[src/rtl/gapg_ram.sv]
`default_nettype none
module gapg_ram #(
  parameter int WIDTH = 8,
  parameter int DEPTH = 112
) (
  input  logic                     clk,
  input  logic                     we,
  input  logic [$clog2(DEPTH)-1:0] waddr,
  input  logic [WIDTH-1:0]         wdata,
  input  logic [$clog2(DEPTH)-1:0] raddr,
  output logic [WIDTH-1:0]         rdata
);

  logic [WIDTH-1:0] mem [DEPTH];

  always_ff @(posedge clk) begin
    if (we) begin
      mem[waddr] <= wdata;
    end
    rdata <= mem[raddr];
  end

endmodule
`default_nettype wire

[config.mk]
export PLATFORM = sky130hd
export DESIGN_NAME = gapg_ram
export DESIGN_NICKNAME = d
export VERILOG_FILES = /design/src/rtl/gapg_ram.sv
export SDC_FILE = /design/constraint.sdc
export NUM_CORES = 1
export LEC_CHECK = 0
export BUFFER_PORTS_ARGS = -buffer_cell sky130_fd_sc_hd__buf_2
export CORE_MARGIN = 4
export CORE_UTILIZATION = 45
export CTS_CLUSTER_SIZE = 30
export DETAILED_ROUTE_END_ITERATION = 10
export MAX_ROUTING_LAYER = met4
export SLEW_MARGIN = 20
export SYNTH_ARGS = -nofsm -noshare
export SYNTH_HDL_FRONTEND = slang
export SYNTH_SLANG_ARGS = --single-unit
[constraint.sdc]
create_clock -name clk -period 5.25 [get_ports clk]
set_input_delay 0 -clock clk [delete_from_list [all_inputs] [get_ports clk]]
set_output_delay 0 -clock clk [all_outputs]
set_load 0.005 [all_outputs]
# ---- Yosys cells after proc, flatten, opt, wreduce, memory -nomap -nowiden
# Memories as Yosys holds them, arrays and structs flattened. A register that Yosys moved wholly into a read port is not among the register bits.
# Cells that the tools add are included.
dict set report op_classes {
  n_mux 2
}
# operator n
set op_table {}
lappend op_table {{2-to-1 mux 1 bit} 2}
dict set report totals {
  regBits 0
  mem_bits_rw 896
  output_inout_bits 8
  mem_count 1
}
# memory words width rd rd_clocked_by_memory_dff wr line
set mem_list {}
lappend mem_list {mem 112 8 1 1 1 14} ;# logic [WIDTH-1:0] mem [DEPTH];

# ---- Longest topological paths before layout
dict set report depth {
  depth_word 2
  depth_mapped 11
  mapped_depth_nobuf 6
}

# ---- Worst setup path before layout
# OpenSTA, ideal clock, no wires.
dict set report synth_path {
  path_type {input to register}
  start {input port raddr[0]}
  end {register rdata[4], read port of mem}
  setup_ns 0.122
  arrival_ns 1.577
  t_required_ns 5.128
  path_slack_ns 3.551
  cell_stages 8
  path_buffers 3
  cell_sequence {buf_6 > buf_6 > buf_4 > mux4_2 > a221oi_2 > o21ai_1 > a311oi_1 > nor2_1}
}
# item line
set synth_lines {}
lappend synth_lines {{from (decl)} 10} ;# input logic [$clog2(DEPTH)-1:0] raddr,
lappend synth_lines {{to (decl)} 11} ;# output logic [WIDTH-1:0] rdata

==> summary.md <==
| Metric | Value |
|---|---|
| H-tree level count | `3` |
| Clock transition at path regs | `60 ps` |
| Reg-to-reg startpoint | `mem[73][7]` |
| Worst Tran Pin Value | `1140 ps` |
| I/O pins | `32` |
| Unique cell type count in the Yosys netlist | `47` |
| First-iteration detailed-routing DRC count | `1741` |
| Synth Register Bits | `904` |
| Clock tree buffer depth | `3` |
| Most used flip-flop cell after synthesis | `edfxtp_1` |
| Drt wl/cell | `29.3 um` |
| Timing-limited maximum frequency | `359 MHz` |
| WS Path Type | `in -> reg` |
| Syn Std Cell Area | `35200 um2` |
| Vias in the first global route | `17300` |
| R2r endpoint | `rdata[7]` |
| WL final | `84800 um` |
| Num CTS Buffers | `92` |
| Worst R2R Setup Slack | `2660 ps` |
| Max cap viols | `0` |
| RSZ-0062 raised after global routing | `false` |
| Sink Count | `904` |
| Hold depth | `3` |
| Initial antenna violation count | `5` |
| Synth Net Count | `1736` |
| Via count | `17200` |
| Die width | `288 um` |
| Setup WS pre-CTS | `1890 ps` |
| Final period util | `0.531` |
| # fillers | `6261` |
| Largest net degree at the start of global routing | `113` |
| Layout Nets | `1807` |
| First-pass GRT wire length | `123000 um` |
| Setup ws final | `2460 ps` |
| Register area share after synthesis | `0.769` |
| CP max FO | `72` |
| Final setup fails | `0` |
| DIE AREA | `82700 um2` |
| Worst vdd ir | `0.000386 V` |
| Post-Syn Instances | `1712` |
| Share of layout cells above drive strength 1 | `0.208` |
| Busiest grt layer | `met2` |
| Final Hold Fails | `0` |
| Clock Skew | `17.0 ps` |
| Hold wc startpoint | `we` |
| WHS | `99.4 ps` |
| WP data required | `5720 ps` |
| Placeable Area | `77500 um2` |
| Arr. time, crit path | `3260 ps` |
| Cell leakage power | `12.4 nW` |
| Overflow after GRT | `0` |
| DRC | `0` |
| Max-slew violation count | `0` |
| Critical path launch point type | `input port` |
| Post-synthesis async set-or-reset flop share | `0` |
| Worst Hold Path EP | `mem[65][6]` |
| Die height | `288 um` |
| Final min period | `2790 ps` |
| Rows | `102` |
| PD cells | `385 nW/um2` |
| Post-route setup TNS | `0 ps` |
| Clk_lat worst skew | `640 ps` |
| Post CTS Setup Buffer Count | `0` |
| Post-synth EDFFs | `896` |
| HPWL Detailed | `50800 um` |
| CTS tree | `done` |
| Syn. warnings | `0` |
| Starting density of the core | `0.454` |
| GR Layer Usage met2 | `0.324` |
| CTS Root Cell | `clkbuf_16` |
| R2r worst-path depth | `5` |
| DR vias/cell | `5.92` |
| Routability cong. | `0.828` |
| First-pass detailed-route iteration total | `5` |
| Met3 GRT Util | `0.0390` |
| Crit. End Element | `flop` |
| Area growth, synth to finish | `12.3%` |
| Hold/Removal Path Class | `in -> reg` |
| GR Util All Layers | `0.212` |
| Mean post-synth cell area | `20.6 um2` |
| Met1 usage | `0.296` |
| Port Buffers | `31` |
| Final ANT Viol Nets | `0` |
| Status | `complete, no violations` |
| Rel. slew slack | `0.238` |
-- registers in the layout, indices dropped and copies added (netlist names) --
signal / flops
mem: 896
rdata: 8
-- placed cells by master (no fill, tap or decap), types with 10 or more instances in the layout --
cell and count:
buf_4 24, clkbuf_16 95, a221oi_1 12, edfxtp_1 896
clkinv_2 13, o21ai_0 21, nand2_1 30, a22oi_1 21
nor2_1 136, o22ai_1 28, dlygate4sd3_1 12, nor2b_1 18
mux4_2 177, a21oi_1 14, mux2_2 17, clkbuf_1 21
mux2i_1 125, buf_2 20, clkinv_1 19, bufinv_16 10
nand3_1 17
-- critical path, stage by stage --
cell and delay [ps]:
buf_8 600, buf_12 340, mux2_2 370, o21ai_0 520, a21oi_1 270, a311oi_1 820
a31oi_1 200
-- cell families after synthesis --
logic type	count (synthesis)	share of synthesized area
AO/OA/AOI/OAI	148	0.0293
buffers and inverters	92	0.0157
flip-flops	904	0.769
multiplexers	319	0.154
AND/OR/NAND/NOR	249	0.0316
-- layer usage --
layer  vias up  wire [um]
met5         -          0
met2       641      40700
met1      9122      36200
li1       7233          -
met3       155       5560
met4         0       2380
-- area by class of cell --
cell class | instances | area [um2] | share of cell area
clock inverters | 45 | 462 | 0.0117
diodes | 4 | 10.0 | 0.000253
repair buffers | 67 | 572 | 0.0145
multi-input cells | 716 | 7590 | 0.192
well taps | 1040 | 1300 | 0.0329
clock buffers | 120 | 2510 | 0.0635
inverters | 2 | 7.51 | 0.000190
flip-flops and latches | 904 | 27100 | 0.685
-- power breakdown --
part	switching, mW	internal, mW
logic	0.475	0.251
registers	0.0211	7.97
clock network	2.66	3.84
-- what timing repair did --
item	4_1_cts	5_1_grt
hold buffers	9	3
endpoints found under the hold margin	164	33
gates resized for setup	0	0
-- cells in the mapped netlist, types with 3 or more instances --
cell type | number | area share
nor3_1 | 10 | 0.0014
nand3_1 | 17 | 0.0024
a22oi_1 | 21 | 0.0045
a221o_1 | 5 | 0.0014
mux2i_1 | 125 | 0.036
a221oi_1 | 12 | 0.0030
nand2_1 | 30 | 0.0032
nand2b_1 | 9 | 0.0016
nand4_1 | 6 | 0.0011
buf_4 | 17 | 0.0036
mux2_2 | 17 | 0.0054
mux4_2 | 177 | 0.11
nor4_1 | 6 | 0.0011
buf_6 | 12 | 0.0038
a31oi_1 | 9 | 0.0016
clkbuf_1 | 32 | 0.0034
buf_2 | 24 | 0.0034
o211ai_1 | 3 | 0.00064
o21ai_0 | 21 | 0.0030
o21ai_1 | 4 | 0.00057
o221ai_1 | 4 | 0.0010
nor2b_1 | 20 | 0.0036
edfxtp_1 | 896 | 0.76
a211oi_1 | 4 | 0.00085
a21oi_1 | 14 | 0.0020
dfxtp_1 | 8 | 0.0046
nor2_1 | 138 | 0.015
buf_1 | 3 | 0.00032
o22ai_1 | 28 | 0.0050
a22o_1 | 9 | 0.0022
a311oi_1 | 3 | 0.00075
-- through the flow --
stage	utilization	cells	total power, mW	instance area, um2
final	0.510	2898	15.2	39500
after global routing	0.510	2897	15.7	39500
after CTS	0.509	2891	15.3	39500
after detailed placement	0.470	2717	8.87	36400
after global placement	0.470	2717	8.85	36400
after floorplan	-	1712	8.53	35200
-- worst max path at each step --
| stage | startpoint | to | slack, ps |
|---|---|---|---|
| 2_1_floorplan | raddr[0] | rdata[4] | 3550 |
| 3_3_place_gp | raddr[1] | rdata[7] | 1690 |
| 3_5_place_dp | raddr[0] | rdata[7] | 1890 |
| 4_1_cts | raddr[0] | rdata[7] | 2550 |
| 5_1_grt | raddr[0] | rdata[7] | 2230 |
| 6_report | raddr[0] | rdata[7] | 2460 |
(Power assumes the default switching activity.)
