File: src/rtl/gapg_pkg.sv
`default_nettype none
package gapg_pkg;

  localparam int OP_W  = 1;
  localparam int ROW_W = 3;
  localparam int COL_W = 4;
  localparam int LEN_W = 7;

  localparam int RI_W  = 4;
  localparam int CI_W  = 5;
  localparam int CNT_W = 10;
  localparam int G_W   = 10;

  localparam int FRAC_BITS = 16;
  localparam int D2_W      = 11;
  localparam int H_W       = 22;
  localparam int RAD_W     = 44;
  localparam int EST_W     = G_W + FRAC_BITS;

  typedef enum logic [OP_W-1:0] {
    OP_BUILD = 1'b0,
    OP_QUERY = 1'b1
  } op_t;

  typedef enum logic [1:0] {
    DIR_UP,
    DIR_DOWN,
    DIR_LEFT,
    DIR_RIGHT
  } dir_t;

  typedef enum logic [2:0] {
    LOP_NONE,
    LOP_ROT,
    LOP_DEL,
    LOP_APPEND,
    LOP_UPDATE
  } lop_t;

  typedef enum logic [1:0] {
    PH_RESET,
    PH_TRY,
    PH_RETRY
  } ph_t;

  typedef enum logic [4:0] {
    ST_INIT_D2,
    ST_INIT_WAIT,
    ST_IDLE,
    ST_DECIDE,
    ST_S_CLR,
    ST_S_SEED,
    ST_NB,
    ST_NB_CHK,
    ST_NB_END,
    ST_SCAN,
    ST_DEL,
    ST_POP_RD,
    ST_POP_WR,
    ST_S_DONE,
    ST_UNBLK,
    ST_P_CLR,
    ST_P_RD,
    ST_P_STEP,
    ST_FIN_RD,
    ST_FIN,
    ST_RESP
  } st_t;

  typedef struct packed {
    logic [RI_W-1:0]  row;
    logic [CI_W-1:0]  col;
    logic [EST_W-1:0] est;
  } ent_t;

  typedef struct packed {
    lop_t             op;
    logic [CNT_W-1:0] cnt;
    logic [CNT_W-1:0] pos;
    ent_t             ent;
  } lctl_t;

  typedef struct packed {
    logic            open;
    logic            closed;
    dir_t            parent;
    logic [G_W-1:0]  cost;
  } node_t;

  typedef struct packed {
    logic            valid;
    logic [RI_W-1:0] row;
    logic [CI_W-1:0] col;
  } nb_t;

endpackage
`default_nettype wire

File: src/rtl/gapg_isqrt.sv
`default_nettype none
module gapg_isqrt (
  input  logic                      clk,
  input  logic                      rst,
  input  logic                      start,
  input  logic [gapg_pkg::D2_W-1:0] d2,
  output logic                      done,
  output logic [gapg_pkg::H_W-1:0]  root
);
  import gapg_pkg::*;

  localparam int N_W = $clog2(H_W);

  logic [RAD_W-1:0] v;
  logic [RAD_W-1:0] res;
  logic [RAD_W-1:0] bit_q;
  logic [RAD_W-1:0] trial;
  logic [N_W-1:0]   n;
  logic             run;

  assign trial = res + bit_q;
  assign root  = res[H_W-1:0];

  always_ff @(posedge clk) begin
    if (rst) begin
      run  <= 1'b0;
      done <= 1'b0;
    end else begin
      done <= 1'b0;
      if (start) begin
        v     <= RAD_W'({d2, {(2*FRAC_BITS){1'b0}}});
        res   <= '0;
        bit_q <= RAD_W'(1) << (2 * (H_W - 1));
        n     <= N_W'(H_W - 1);
        run   <= 1'b1;
      end else if (run) begin
        if (v >= trial) begin
          v   <= v - trial;
          res <= (res >> 1) + bit_q;
        end else begin
          res <= res >> 1;
        end
        bit_q <= bit_q >> 2;
        if (n == '0) begin
          run  <= 1'b0;
          done <= 1'b1;
        end else begin
          n <= n - 1'b1;
        end
      end
    end
  end

endmodule
`default_nettype wire

File: config.mk
export PLATFORM = sky130hd
export DESIGN_NAME = gapg_isqrt
export DESIGN_NICKNAME = d
export VERILOG_FILES = /design/src/rtl/gapg_pkg.sv /design/src/rtl/gapg_isqrt.sv
export SDC_FILE = /design/constraint.sdc
export NUM_CORES = 1
export LEC_CHECK = 0
export BUFFER_PORTS_ARGS = -buffer_cell sky130_fd_sc_hd__buf_2
export CAP_MARGIN = 10
export CORE_MARGIN = 5
export CORE_UTILIZATION = 40
export CTS_CLUSTER_DIAMETER = 50
export DETAILED_ROUTE_END_ITERATION = 16
export PLACE_DENSITY = 0.58
export SLEW_MARGIN = 20
export SYNTH_ARGS = -nofsm -noshare
export SYNTH_HDL_FRONTEND = slang
export SYNTH_SLANG_ARGS = --single-unit
File: constraint.sdc
create_clock -name clk -period 19.31 [get_ports clk]
set_input_delay 3.862 -clock clk [delete_from_list [all_inputs] [get_ports clk]]
set_output_delay 3.862 -clock clk [all_outputs]
set_load 0.02 [all_outputs]
== Yosys cells after proc, flatten, opt, wreduce, memory -nomap -nowiden ==
Index checks and enable logic that the tools add are counted.

* Add/subtract/negate cells: 4
* $lt $le $gt $ge: 1
* Eq/ne operators: 1
* Muxes and demuxes: 12
* Bitwise logic cells: 2
* Reduce and logical (&&, ||, !) cells: 7

{| class="wikitable"
|+ Operator list
! kind !! count
|-
| $mux 44 || 4
|-
| $mux 43 || 2
|-
| $add 43x43->44 || 1
|-
| $add 44x43->44 || 1
|-
| $ge 44x44->1 || 1
|-
| $sub 44x44->44 || 1
|-
| $mux 5 || 2
|-
| $reduce_and 3->1 || 2
|-
| $logic_not 5->1 || 1
|-
| $sub 5x1->5 const B || 1
|-
| $mux 1 || 4
|-
| $reduce_bool 2->1 || 2
|-
| $reduce_or 3->1 || 1
|-
| $ne 2x2->1 const B || 1
|-
| $not 1->1 || 2
|-
| $reduce_and 2->1 || 1
|}

* Register bits after elaboration: 117
* Input port bits: 14
* Output and inout port bits: 23
* Logic and storage cells: 34

== Logic depth before layout (Yosys ltp) ==
* Word-level depth: 5
* Gate-level depth with buffers: 22
* Gate-level depth less buffers: 21

== Worst setup path before layout ==
Ideal clock, no wire load.

* Path kind: input to register
* From: in start
* To: reg v[0], enable pin
* Library setup time: 513 ps
* Arrival: 10,605 ps
* Required time: 18,797 ps
* Setup slack: 8,192 ps
* Cell stages on the path: 5
* Path buffers: 2
* Cells stage by stage: buf_2 clkbuf_1 nor2_1 nor2_1 a21boi_0

* Word-level cells in the longest chain between the ends: 2
* Elaborated cells on any way between the ends: 3
* Classes of those cells: 3 x reduce/logical

{| class="wikitable"
|+ Ends and longest elaborated chain
! element !! RTL line !! RTL
|-
| start: declaration || gapg_isqrt.sv:5 || <nowiki>input logic start,</nowiki>
|-
| $reduce_bool 2->1 (no source line) || n/a ||
|-
| $reduce_and 3->1 (no source line) (*) || n/a ||
|-
| end signal: assignment || gapg_isqrt.sv:31 || <nowiki>v <= RAD_W'({d2, {(2*FRAC_BITS){1'b0}}});</nowiki>
|-
| end signal: assignment || gapg_isqrt.sv:38 || <nowiki>v <= v - trial;</nowiki>
|-
| end: declaration || gapg_isqrt.sv:14 || <nowiki>logic [RAD_W-1:0] v;</nowiki>
|}

Mark *: on every way between the ends. The rest lies on a longest branch, timed or not.
A chain may end at the register's enable or synchronous reset.

== Worst setup path after layout ==
* From: reg bit_q[0]
* To: reg v[32], enable pin

* Word-level cells in the longest chain between the ends: 4

{| class="wikitable"
|+ Ends and longest elaborated chain
! element !! RTL line !! RTL
|-
| start: declaration || gapg_isqrt.sv:16 || <nowiki>logic [RAD_W-1:0] bit_q;</nowiki>
|-
| start signal: assignment || gapg_isqrt.sv:33 || <nowiki>bit_q <= RAD_W'(1) << (2 * (H_W - 1));</nowiki>
|-
| start signal: assignment || gapg_isqrt.sv:43 || <nowiki>bit_q <= bit_q >> 2;</nowiki>
|-
| $add 44x43->44 || gapg_isqrt.sv:21 || <nowiki>assign trial = res + bit_q;</nowiki>
|-
| $ge 44x44->1 || gapg_isqrt.sv:37 || <nowiki>if (v >= trial) begin</nowiki>
|-
| $reduce_bool 2->1 (no source line) || n/a ||
|-
| $reduce_and 3->1 (no source line) || n/a ||
|}

No other way between the ends.

==> impl_results.md <==
- Status: finished clean
- Post-Syn Instances: 1118
- Fraction of final layout cells sized beyond drive strength 1: 9.74%
- Cell with the largest stage delay on the worst path: sky130_fd_sc_hd__a31oi_1
- Crit path time final: 5710 ps
- Post-synthesis area per instance: 9.10 um2
- Number of buffer cells added on primary ports: 36
- Total wirelength of the detailed-routed design: 24900 um
- Proportion of register bits with asynchronous set or reset after synthesis: 0%
- Cell variety after synth: 83
- NumNets Final: 1224
- Via count of the first global-routing pass: 7963
- Core Area: 0.0251 mm2
- Drc violations: 0
- Pin count of the biggest net entering global routing: 69
- Synth-to-Final Area Change: 8.62%
- Transition time at the pin with the least slew margin: 917 ps
- Worst hold path cell count: 1
- CP Cell Sequence: ha_1 > ha_1 > a21o_1 > a31oi_1 > o31ai_2 > a31oi_1 > o21ai_2 > a41o_1 > a31oi_1 > nor2b_1 > xnor2_1 > ha_1 > and3_1 > nand4_1 > nor3b_1 > o21ai_1 > o211a_4 > a21boi_4 > buf_4
- CP top delay family: compound AO/OA/AOI/OAI gates
- Peak Freq: 175 MHz
- TritonCTS sink count: 117
- Worst Hold Slack: 473 ps
- Post-cts repair resize count: 0
- Sort of element at the end of the critical path: flip-flop
- Period utilisation layout: 29.6%
- Path type of the worst setup path: reg -> reg
- Number of diodes: 0
- Number of synthesis warnings: 0
- Hold Fails Final Rpt: 0
- Setup TNS: 0 ps
- Worst R2R Path Depth: 19
- Register area share after synthesis: 34.3%
- Worst supply voltage drop on vdd: 0.0524 mV
- Weighted congestion at the end of routability-driven global placement: 0.840
- Crit. path cell count: 19
- Mapped Nets: 1225
- Min setup slack post-route: 13600 ps
- Most instantiated flip-flop cell in the synthesis netlist: sky130_fd_sc_hd__edfxtp_1
- Post-Syn Area: 0.0102 mm2
- Setup repair after global routing missed its margin: false
- Initial cell density of the core: 40.5%
- Buffer count from post-CTS setup fixing: 0
- First-pass GRT wire length: 40500 um
- Largest cells by area after synthesis: sky130_fd_sc_hd__edfxtp_1, sky130_fd_sc_hd__ha_1, sky130_fd_sc_hd__xor2_1, sky130_fd_sc_hd__nor2_1, sky130_fd_sc_hd__xnor2_1
- Final Max Slew Viols: 0
- Number of iterations in the first detailed-routing pass: 5
- Residual overflow from global routing: 0
- Detailed-route vias per instance: 5.56
- Area of the die: 0.0287 mm2
- Number of levels in the clock H-tree: 4
- Half-perimeter wire length of the detailed placement result: 18200 um
- CTS Buf Count: 17
- Clock-pin transition on the worst setup and hold timing paths: 50 ps
- Number of placed I/O pins: 37
- Number of antenna violations at the first check in global routing: 0
- Lkg Pwr: 4.15 nW
- Final non-filler cell area: 0.0111 mm2
- Die Span Y: 170 um
- Placement Setup Slack: 13180 ps
- Hold Crit Class: reg -> reg
- Area share of the largest cell type after synthesis: 33.9%
- Max-cap violations: 0
- Post-synth EDFFs: 115
- Residual antenna-violating net count after detailed routing: 0
- Slowest stage delay, CP: 540 ps
- Clock Skews: 12.5 ps
- Detailed-route wire length per cell: 17.0 um
- Cell accounting for the most synthesized area: sky130_fd_sc_hd__edfxtp_1
- Critical path fanouts, max: 44
- WP buf/inv: 1
- Placement Rows: 58
- Number of buffers on the longest clock path: 2
- Clock tree from TritonCTS: done
- Required time reported for the critical path endpoint: 19370 ps
- Number of vias in the routed layout: 8112
- Buffer cell driving the clock tree root: sky130_fd_sc_hd__clkbuf_16
- Category of the worst setup path launch point: flip-flop
- Areal power density over the cells: 108 mW/mm2
- Number of flip-flops and latches in the synthesized netlist: 117
- Latest clock arrival within the worst-skew pair: 430 ps
- Die W: 170 um
- Number of endpoints failing setup at the final stage: 0
- Detailed Route Iter0 Violations: 633
- Arrival time reported for the critical path endpoint: 5770 ps
- Combined global-route utilization of all metal layers: 17.4%
- Placed cell areas: 0.0105 mm2
- Hold-fix buffers, CTS: 0
- Worst slew margin relative to its limit: 38.9%
==> kinds of logic (layout without fill, tap and decap cells) <==
family | Yosys count | after routing | synth area share (%)
xor gates and xnor gates | 109 | 109 | 9.38
AOI/OAI and AO/OA | 319 | 319 | 21.9
buffers and inverters | 87 | 98 | 4.41
and+or+nand+nor | 392 | 392 | 18.4
adders and majority gates | 93 | 93 | 11.5
muxes | 1 | 1 | 0.111
DFF | 117 | 117 | 34.3
==> cell usage in the layout (no fill, tap or decap), drive strengths merged, types with 4 or more instances in the layout <==
cell,count
xor2,58
xnor2,51
or3,14
a211oi,24
and4,5
a31oi,39
o21bai,22
nand4,20
nor3b,9
and3,6
nand3,21
clkinv,6
nor3,19
a221oi,4
o31a,5
a21o,23
o31ai,5
o21a,13
o2111ai,4
nand2b,6
nor2,125
a21boi,4
nand2,107
nor2b,40
buf,40
ha,92
edfxtp,115
and2,9
o21ai,72
clkbuf,20
a21oi,64
a31o,10
inv,27
==> through the flow <==
step	utilization (%)	power (mW)	cells
after floorplan	-	0.779	1118
after global placement	41.8	0.878	1428
after detailed placement	41.8	0.881	1428
after CTS	44.0	1.20	1459
after global routing	44.0	1.28	1459
final	44.0	1.20	1459
==> cell usage after synthesis (all sizes together), types with 3 or more instances <==
cell type and count:
clkbuf 23, a211oi 24, nand4 20, a31o 10
a221oi 4, nor3b 9, a21o 23, o31a 5
or2 3, o21ai 72, o31ai 5, a41oi 3
a21boi 4, o21bai 22, inv 27, nor3 19
buf 37, or3 14, a21oi 64, nor2b 40
o2111ai 4, a31oi 39, nor2 125, and3 6
xnor2 51, and4 5, and2 9, xor2 58
nand3 21, nand2 107, nand2b 6, o21a 13
edfxtp 115, ha 92
==> per-layer routing <==
metal	part of all wire [%]	vias up	global-route usage, %	wire (um)
li1	-	4126	-	-
met1	48	3824	23.2	12000
met2	47	141	29.6	11700
met3	3.5	21	2.82	862
met4	1.4	0	4.59	345
met5	0	-	0	0
==> worst paths after layout <==
| kind | slack, ps | to | from |
|---|---|---|---|
| hold / removal | 470 | done | run |
| setup reg to reg | 13600 | v[32] | bit_q[0] |
| hold reg to reg | 470 | done | run |
| setup / recovery | 13600 | v[32] | bit_q[0] |
==> registers in the layout, indices dropped and copies added, names as in the netlist <==
| register | cells |
|---|---|
| v | 44 |
| res | 44 |
| run | 1 |
| done | 1 |
| bit_q | 22 |
| n | 5 |
==> report_power, final <==
group,internal [mW],total [mW],switching [mW]
sequential,0.329,0.358,0.0286
combinational,0.211,0.522,0.312
clock,0.200,0.318,0.118
total,0.740,1.20,0.458
==> layout make-up <==
type	instances	area, um2
Clock buffer	20	437
Clock inverter	11	135
Multi-Input combinational cell	914	6260
Tap cell	330	413
Fill cell	2511	14100
Inverter	27	101
Timing Repair Buffer	40	213
Sequential cell	117	3490
Note: power is estimated with default switching activity, not from simulation.
