--- src/rtl/gapg_pkg.sv ---
`default_nettype none
package gapg_pkg;

  localparam int OP_W  = 1;
  localparam int ROW_W = 3;
  localparam int COL_W = 4;
  localparam int LEN_W = 7;

  localparam int RI_W  = 4;
  localparam int CI_W  = 5;
  localparam int CNT_W = 10;
  localparam int G_W   = 10;

  localparam int FRAC_BITS = 16;
  localparam int D2_W      = 11;
  localparam int H_W       = 22;
  localparam int RAD_W     = 44;
  localparam int EST_W     = G_W + FRAC_BITS;

  typedef enum logic [OP_W-1:0] {
    OP_BUILD = 1'b0,
    OP_QUERY = 1'b1
  } op_t;

  typedef enum logic [1:0] {
    DIR_UP,
    DIR_DOWN,
    DIR_LEFT,
    DIR_RIGHT
  } dir_t;

  typedef enum logic [2:0] {
    LOP_NONE,
    LOP_ROT,
    LOP_DEL,
    LOP_APPEND,
    LOP_UPDATE
  } lop_t;

  typedef enum logic [1:0] {
    PH_RESET,
    PH_TRY,
    PH_RETRY
  } ph_t;

  typedef enum logic [4:0] {
    ST_INIT_D2,
    ST_INIT_WAIT,
    ST_IDLE,
    ST_DECIDE,
    ST_S_CLR,
    ST_S_SEED,
    ST_NB,
    ST_NB_CHK,
    ST_NB_END,
    ST_SCAN,
    ST_DEL,
    ST_POP_RD,
    ST_POP_WR,
    ST_S_DONE,
    ST_UNBLK,
    ST_P_CLR,
    ST_P_RD,
    ST_P_STEP,
    ST_FIN_RD,
    ST_FIN,
    ST_RESP
  } st_t;

  typedef struct packed {
    logic [RI_W-1:0]  row;
    logic [CI_W-1:0]  col;
    logic [EST_W-1:0] est;
  } ent_t;

  typedef struct packed {
    lop_t             op;
    logic [CNT_W-1:0] cnt;
    logic [CNT_W-1:0] pos;
    ent_t             ent;
  } lctl_t;

  typedef struct packed {
    logic            open;
    logic            closed;
    dir_t            parent;
    logic [G_W-1:0]  cost;
  } node_t;

  typedef struct packed {
    logic            valid;
    logic [RI_W-1:0] row;
    logic [CI_W-1:0] col;
  } nb_t;

endpackage
`default_nettype wire

--- src/rtl/gapg_open_cell.sv ---
`default_nettype none
module gapg_open_cell #(
  parameter int IDX = 0
) (
  input  logic            clk,
  input  gapg_pkg::lctl_t ctl,
  input  gapg_pkg::ent_t  right,
  input  gapg_pkg::ent_t  head,
  output gapg_pkg::ent_t  q
);
  import gapg_pkg::*;

  localparam logic [CNT_W-1:0] MY_IDX  = CNT_W'(IDX);
  localparam logic [CNT_W-1:0] MY_NEXT = CNT_W'(IDX + 1);

  always_ff @(posedge clk) begin
    case (ctl.op)
      LOP_ROT: begin
        q <= (MY_NEXT == ctl.cnt) ? head : right;
      end
      LOP_DEL: begin
        if (MY_IDX >= ctl.pos) begin
          q <= right;
        end
      end
      LOP_APPEND: begin
        if (MY_IDX == ctl.cnt) begin
          q <= ctl.ent;
        end
      end
      LOP_UPDATE: begin
        if (MY_IDX < ctl.cnt && q.row == ctl.ent.row && q.col == ctl.ent.col) begin
          q.est <= ctl.ent.est;
        end
      end
      default: begin
        q <= q;
      end
    endcase
  end

endmodule
`default_nettype wire

--- config.mk ---
export PLATFORM = sky130hd
export DESIGN_NAME = gapg_open_cell
export DESIGN_NICKNAME = d
export VERILOG_FILES = /design/src/rtl/gapg_pkg.sv /design/src/rtl/gapg_open_cell.sv
export SDC_FILE = /design/constraint.sdc
export NUM_CORES = 1
export LEC_CHECK = 0
export BUFFER_PORTS_ARGS = -buffer_cell sky130_fd_sc_hd__buf_2
export CORE_ASPECT_RATIO = 0.75
export CORE_MARGIN = 3
export CORE_UTILIZATION = 40
export CTS_BUF_LIST = sky130_fd_sc_hd__clkbuf_8
export DETAILED_ROUTE_END_ITERATION = 6
export HOLD_SLACK_MARGIN = 0.08
export PLACE_DENSITY = 0.83
export SYNTH_ARGS = -nofsm -noshare
export SYNTH_HDL_FRONTEND = slang
export SYNTH_SLANG_ARGS = --single-unit
export TNS_END_PERCENT = 10
--- constraint.sdc ---
create_clock -name clk -period 3.9 [get_ports clk]
set_input_delay 0.585 -clock clk [delete_from_list [all_inputs] [get_ports clk]]
set_output_delay 0.585 -clock clk [all_outputs]
set_load 0.1 [all_outputs]
After elaboration in Yosys (flattened, before gate mapping)
Cells that the tools add are included.
{ "word_totals": {"input_bits": 129, "out_inout_bits": 35, "wordCells": 28, "reg_bits": 35} }
{ "classes": {"n_mux": 6, "n_reduce_logical": 7, "eq_ne": 10, "order_cmp": 2} }
{ "ops": {"columns": ["operator", "count"], "rows": [
  ["35-bit 2-to-1 mux", 3],
  ["26-bit case mux with 4 select lines", 1],
  ["9-bit case mux with 3 select lines", 1],
  ["26-bit 2-to-1 mux", 1],
  ["1-bit by 10-bit == test with 1-bit output (first input constant)", 1],
  ["1-bit by 10-bit >= comparator with 1-bit output (first input constant)", 1],
  ["10-bit logical NOT", 1],
  ["1-bit by 10-bit < comparator with 1-bit output (first input constant)", 1],
  ["3-bit by 2-bit == test with 1-bit output (second input constant)", 2],
  ["2-bit != test (second input constant)", 3],
  ["5-bit == test", 1],
  ["4-bit == test", 1],
  ["4-bit AND reduction", 1],
  ["4-bit nonzero test", 1],
  ["3-bit by 1-bit == test with 1-bit output (second input constant)", 1],
  ["3-bit == test (second input constant)", 1],
  ["3-bit AND reduction", 1],
  ["3-bit nonzero test", 1],
  ["1-bit logical AND", 2]
]} }

Logic depth before layout (Yosys ltp)
Gate-level depths: netlist (run 1).
{ "depth": {"ltp_word": 5, "depth_mapped": 7, "ltp_nobuf": 4} }

Least setup slack after synthesis (run 1)
OpenSTA, ideal clock, no wires.
{ "synth_path": {"path_kind": "reg-to-reg", "start": "reg q[28] in the netlist's numbering", "end": "reg q[0] in the netlist's numbering (enable)", "slack_ns": 0.424, "n_path_buf": 0, "path_stages_with_launch": 5, "setup_time_ns": 0.418, "t_required_ns": 3.482, "t_arrival_ns": 3.058, "synth_period_minus_slack_ns": 3.476, "cell_sequence": "edfxtp_1 > xnor2_1 > nand3_1 > or4_1 > a21oi_1"} }
{ "synth_between": {"elab_chain_cells": 4} }
{ "synth_rtl": {"columns": ["element", "line_no", "source"], "rows": [
  ["start: declaration", "gapg_open_cell.sv:9", "output gapg_pkg::ent_t q"],
  ["start signal: assignment", "gapg_open_cell.sv:19", "q <= (MY_NEXT == ctl.cnt) ? head : right;"],
  ["start signal: assignment", "gapg_open_cell.sv:23", "q <= right;"],
  ["start signal: assignment", "gapg_open_cell.sv:28", "q <= ctl.ent;"],
  ["5-bit == test", "gapg_open_cell.sv:32", "if (MY_IDX < ctl.cnt && q.row == ctl.ent.row && q.col == ctl.ent.col) begin"],
  ["1-bit logical AND", "gapg_open_cell.sv:32", null],
  ["2-bit != test (no source line)", null, null],
  ["4-bit AND reduction (no source line)", null, null]
]} }
Every way passes these cells.
A chain may end at the register's enable or synchronous reset.

Worst setup path after layout (run 1)
{ "layout_path": {"start": "in ctl[57] in the netlist's numbering", "end": "reg q[19] in the netlist's numbering (data pin)"} }
{ "layout_between": {"elab_chain_cells": 2, "word_cells_on_any_way": 5, "cone_classes": "eq/ne: 4; mux: 1"} }
{ "layout_rtl": {"columns": ["element", "line_no", "source"], "rows": [
  ["start: declaration", "gapg_open_cell.sv:6", "input gapg_pkg::lctl_t ctl,"],
  ["3-bit == test, or another cell as far along", "gapg_open_cell.sv:17", "case (ctl.op)"],
  ["26-bit case mux with 4 select lines (*)", "gapg_open_cell.sv:17", null]
]} }
Every way passes the cells marked *; elsewhere a longest branch is shown, timed or not.

==> metrics.md, run 1 <==
| Metric | Value |
|---|---|
| Row cnt | 21 |
| Die Span Y | 66.9 microns |
| Crit path launch | ctl[57] |
| Largest regs | q (35) |
| Total gr overflow | 0 |
| Final Power | 1240 uW |
| CTS tree | done |
| Drt drc | 0 |
| Post-Route WL | 6.12 mm |
| Vias/cell | 5.24 |
| R2r worst-path depth | 5 |
| R2r endpoint | q[2]$_DFFE_PP_ |
| Tightest Hold Check Type | in -> reg |
| Largest net degree at the start of global routing | 27 |
| YS warnings | 0 |
| Antenna-violating nets left | 0 |
| Crit start category | input pin |
| Global-route wire length before repair | 8.87 mm |
| Core region area | 4600 sq um |
| Synthesized area | 1980 sq um |
| Setup CP Type | in -> reg |
| Clock-pin slew on the worst setup and hold paths | 0.08 ns |
| CP Capture Type | register |
| Hold_ws | about 0.60 ns |
| Syn Nets | around 290 |
| Headroom to the max-slew limit | 31.8% |
| Placer Congestion | 0.883 |
| Syn avg cell area | ~12 sq um |
| Unique cell type count in the Yosys netlist | 25 |
| Cell count after placement | 376 |
| Power per cell area | between 400 and 500 nW/um^2 |
| Status | finished clean |
| Clk_lat worst skew | roughly 0.28 ns |
| Worst Setup EP | q[19]$_DFFE_PP_ |
| Clock Skew | ~0.0069 ns |
| Layout cells sized above 1 | a little under three fifths |
| Die Width | around 87 microns |
| CTS root buffer | clkbuf_8 |
| DIE AREA | ~6000 sq um |
| Detailed Place HPWL | slightly below 5 mm |
| Sequential area share after synthesis | 53.2% |
| # H-tree levels | 2 |
| Minimum clock period | 2.73 ns |
| Iter 0 DRT Violations | between 100 and 150 |
| Cts repair resizes | 0 |
| Initial core utilization | 43.0% |
| Clk buf depth | 2 |
| Sink Count | 35 |
| Slew Limit Fails | 0 |
| Critical path peak fanout | 26 |
| Setup TNS | 0 ns |
| Worst Path Required | 4.04 ns |
| Least-Margin Pin Slew | ~1.0 ns |
| Via count | approximately 2000 |
| I/O pins | 164 |
| CTS Buf Count | 5 |
| Seq cells post-synth | 35 |
| Port-buffer cells | 163 |
| Most flop-heavy register | q |
| Tcrit/Tclk final | between 60 and 70% |
| Vias in the first global route | 1800 |
| Final hold vios | 0 |
| Fmax achieved | 366 MHz |
| Nets | 455 |
| Setup violators final | 0 |
| # hold bufs at CTS | 0 |
| Critical R2R Launch | q[28]$_DFFE_PP_ |
| RSZ-0062 raised after global routing | no |
| Max reg flops | 35 |
| Synth-to-layout area growth | 49.1% |
| Total GRT Usage | 20.1% |
| Syn Inst Count | between 150 and 200 |
| R2r setup slk | 1.86 ns |
| # diodes | 0 |
| P_leak | 0.00132 uW |
| Worst endpoint data arrival time | 2.87 ns |
| WL per Instance | 15.9 microns |
| Post-CTS setup buffer count | 0 |
| Initial antenna violation count | 0 |
| Initial DRT Pass Iterations | 4 |
| Peak supply drop | 234 uV |
| Final std cells w/o fill | 384 |
| Layout Utilization | 64.1% |
| Max-Cap Viols | 0 |
## critical path, cell delays in order
cell,delay [ns]
buf_2,0.15
and3b_1,0.34
a21oi_4,0.31
buf_4,0.29
nor3b_4,0.88
a221o_1,0.31
## routing by layer
layer / vias to the layer above / share of wire [%] / global-route usage (%)
li1: 985 / - / -
met1: 945 / 39 / 26.0
met2: 77 / 54 / 34.7
met3: 6 / 5.9 / 4.57
met4: 0 / 1.1 / 4.02
met5: - / 0 / 0
## power breakdown
group | internal [uW] | leakage [uW] | switching, uW
logic | 114 | 0.000936 | 333
registers | 459 | 0.000327 | 12.4
clock network | 190 | 0.0000581 | 134
total | 763 | 0.00132 | 480
## worst min-delay path by stage
stage               cells past startpoint              end       from
finish                                  2   q[6]$_DFFE_PP_   right[6]
floorplan                               1  q[24]$_DFFE_PP_  right[24]
global placement                        2  q[10]$_DFFE_PP_  right[10]
global route                            2   q[6]$_DFFE_PP_   right[6]
detailed placement                      2   q[6]$_DFFE_PP_   right[6]
CTS                                     2   q[6]$_DFFE_PP_   right[6]
## stage by stage
| stage | area (sq um) | worst slack [ns] |
|---|---|---|
| after floorplan | 1980 | 0.424 |
| after global placement | 2830 | 0.975 |
| after detailed placement | 2830 | 0.863 |
| after CTS | 2950 | 1.15 |
| after global routing | 2950 | 0.959 |
| final | 2950 | 1.17 |
## layout by cell type, fill, tap and decap left out, types with 2 or more instances in the layout
master and instances:
nor3_1 2, edfxtp_1 35, nor4_1 3, o32ai_1 9
or4_1 2, a21oi_1 9, buf_4 5, buf_2 163
xnor2_1 9, and2b_1 6, nand2_1 2, a221o_1 26
clkbuf_8 5, nor2b_1 22, nand4_1 3, nor2_1 13
## cell families (layout without fill, tap and decap cells)
group / Yosys count / in the layout / share of synthesized area, %
xor+xnor: 9 / 9 / 3.99
flops: 35 / 35 / 53.2
buf+inv: 11 / 176 / 3.55
compound gates: 49 / 49 / 21.5
simple gates: 58 / 58 / 17.7
## Yosys cell counts
cell type   n  area share (%)
a21boi_0    1            0.38
a21o_1      1            0.38
a21oi_1    10             2.5
a21oi_4     1            0.82
a221o_1    26              13
and2b_1     6             2.3
and3b_1     1            0.44
and4b_1     1            0.51
buf_2       5             1.3
buf_6       3             1.7
clkbuf_1    3            0.57
edfxtp_1   35              53
nand2_1     2            0.38
nand3_1     1            0.25
nand4_1     3            0.95
nor2_1     13             2.5
nor2b_1    22             7.0
nor3_1      2            0.51
nor3b_4     1            0.95
nor4_1      3            0.95
o21ai_0     1            0.25
o32ai_1     9             4.0
or2_2       1            0.32
or4_1       2            0.76
xnor2_1     9             4.0
## cell type report
type,instances,area (sq um)
tap,57,71.3
clock buffer,5,68.8
sequential,35,1050
timing repair buffer,168,853
clock inverter,3,43.8
multi-input combinational,116,858
fill,390,1650
Note: power is estimated with default switching activity, not from simulation.
==> inputs of run 2 (changes only) <==
CORE_UTILIZATION = 36   (was 40)
PLACE_DENSITY = 0.79   (was 0.83)
clock period = 2.5 ns   (was 3.9 ns; I/O delays follow)
==> run 2 against run 1 <==
Critical path type unchanged. Critical endpoint is now q[2]$_DFFE_PP_. Count of clock-buffer cells in the layout stayed put. Worst setup slack worse by 0.79 ns. Critical path depth is 1 lower. Via count is 0.94% higher. Highest routed layer unchanged. Clock power is 20% higher.
==> metrics.md, run 2 (synthesis results as in run 1) <==
| Metric | Value |
|---|---|
| Antenna-violating nets left | 0 (unchanged) |
| CP peak stage delay | 0.77 ns (-0.11 ns) |
| Worst path depth | 5 (-1) |
| Die Span Y | 70.2 microns (+4.9%) |
| CP Cell Sequence | buf_2 > and3b_1 > a21oi_4 > a21o_1 > a221o_1 |
| WL per Instance | 15.8 microns (-0.80%) |
| Row cnt | 22 (+4.8%) |
| Layout Utilization | 58.4% (-5.7 points) |
| # diodes | 0 (unchanged) |
| Fmax achieved | 473 MHz |
| Slew Limit Fails | 0 (unchanged) |
| Core region area | 5090 sq um (+11%) |
| Most flop-heavy register | q |
| Vias in the first global route | 2118 (+18%) |
| Least-Margin Pin Slew | 0.902 ns (-0.120 ns) |
| Drt drc | 0 (unchanged) |
| Initial antenna violation count | 0 (unchanged) |
| Largest regs | q (35) |
| Finished Cell Area | 2980 sq um (+0.98%) |
| Peak supply drop | 361 uV (+54%) |
| Cell Area, Placed | 2890 sq um (+2.0%) |
| CP top delay family | compound AO/OA/AOI/OAI gates |
| Iter 0 DRT Violations | 103 (-26%) |
| Port-buffer cells | 163 (unchanged) |
| Power per cell area | 616 nW/um^2 (+46%) |
| WP buf/inv | 1 (-1) |
| Largest net degree at the start of global routing | 27 (unchanged) |
| RSZ-0062 raised after global routing | no |
| Total GRT Usage | 19.8% (-0.35 points) |
| CP Capture Type | register |
| Setup CP Type | in -> reg |
| Via count | 2032 (+0.94%) |
| Final hold vios | 0 (unchanged) |
| Headroom to the max-slew limit | 39.9% (+8.1 points) |
| CTS tree | done |
| Setup violators final | 0 (unchanged) |
| DIE AREA | 6420 sq um (+10%) |
| Minimum clock period | approximately 2.1 ns |
| Commonest non-fill, non-tap cell in the layout | buf_2 |
| # H-tree levels | 2 (unchanged) |
| Worst Setup EP | q[2]$_DFFE_PP_ |
| CTS Buf Count | 5 (unchanged) |
| Die Width | 91.5 microns (+5.0%) |
| P_leak | 0.00133 uW (+0.44%) |
| Clock Skew | 0.00603 ns (-0.000877 ns) |
| Status | finished clean |
| Most frequent cells in the layout | buf_2 (163), edfxtp_1 (35), a221o_1 (26) |
| Clk_lat worst skew | 0.28 ns (about the same) |
| Post-Route WL | 6.34 mm (+3.6%) |
| Worst Path Required | 2.64 ns (-1.40 ns) |
| Placer Congestion | 0.859 (-2.7%) |
| Cts repair resizes | 0 (unchanged) |
| Vias/cell | 5.07 (-3.3%) |
| Critical path peak fanout | 26 (unchanged) |
| Worst endpoint data arrival time | 2.26 ns (-0.61 ns) |
| Nets | 457 (+0.44%) |
| Synth-to-layout area growth | 50.6% |
| Max-Cap Viols | 0 (unchanged) |
| Detailed Place HPWL | 5.11 mm (+3.6%) |
| CTS root buffer | clkbuf_8 |
| Fill cells | 458 (+17%) |
| Post-CTS setup buffer count | 0 (unchanged) |
| R2r setup slk | 0.58 ns (-1.28 ns) |
| Sink Count | 35 (unchanged) |
| Initial DRT Pass Iterations | 4 (unchanged) |
| Tcrit/Tclk final | 84.6% |
| CP max stage cell | a21o_1 |
| I/O pins | 164 (unchanged) |
| Crit path launch | ctl[57] |
| Critical R2R Launch | q[31]$_DFFE_PP_ |
| R2r worst-path depth | 5 (unchanged) |
| Total gr overflow | 0 (unchanged) |
| Max reg flops | 35 (unchanged) |
| Initial core utilization | 38.8% (-4.2 points) |
| Clk buf depth | 2 (unchanged) |
| R2r endpoint | q[16]$_DFFE_PP_ |
| # hold bufs at CTS | 0 (unchanged) |
| Clock-pin slew on the worst setup and hold paths | 0.08 ns (about the same) |
| Layout cells sized above 1 | 55.6% (+0.58 points) |
| Tightest Hold Check Type | in -> reg |
| Global-route wire length before repair | 10.1 mm (+13%) |
| Crit start category | input pin |
[run 2: cell count changes in the layout (fill, tap and decap cells not counted)]
| cell | delta |
|---|---|
| a21oi_2 | -1 |
| a21oi_4 | +1 |
| buf_12 | +1 |
| buf_4 | +1 |
| bufinv_16 | -1 |
| clkinv_2 | +2 |
| clkinv_4 | -1 |
| or4_1 | -1 |
| or4_4 | +1 |
[run 2: where the power goes]
part | internal, uW | switching [uW] | total (uW)
Sequential | 716 | 19.0 | 735
Clock | 191 | 198 | 388
Combinational | 184 | 527 | 710
Total | 1090 | 744 | 1830
[run 2: layout make-up]
type	count	area, sq um	area share, %
flip-flops and latches	35	1050	35.3
repair buffers	170	881	29.6
multi-input cells	116	870	29.2
well taps	72	90.1	3.03
clock buffers	5	68.8	2.31
clock inverters	3	15.0	0.505
[run 2: per-stage QoR]
step	hold WS (ns)	instances	power, uW	setup TNS (ns)	worst slack, ns
2_1_floorplan	0.589	162	1270	-3.75	-0.139
4_1_cts	0.382	401	1850	0	0.368
3_5_place_dp	0.678	393	1460	0	0.0837
6_report	0.389	401	1830	0	0.385
3_3_place_gp	0.675	393	1450	0	0.166
5_1_grt	0.380	401	1920	0	0.207
[run 2: worst min-delay path by stage]
stage	startpoint	to	slack [ns]	cells past startpoint
after floorplan	right[24]	q[24]$_DFFE_PP_	0.59	1
after global placement	right[3]	q[3]$_DFFE_PP_	0.68	2
after detailed placement	right[16]	q[16]$_DFFE_PP_	0.68	2
after CTS	right[18]	q[18]$_DFFE_PP_	0.38	2
after global routing	head[18]	q[18]$_DFFE_PP_	0.38	2
final	right[18]	q[18]$_DFFE_PP_	0.39	2
[run 2: metal layers]
| metal | vias up | global-route usage [%] | share of wire [%] |
|---|---|---|---|
| met5 | - | 0 | 0 |
| met4 | 0 | 4.68 | 0.82 |
| met3 | 4 | 5.49 | 9.3 |
| met2 | 100 | 33.8 | 49 |
| met1 | 938 | 24.7 | 41 |
| li1 | 990 | - | - |
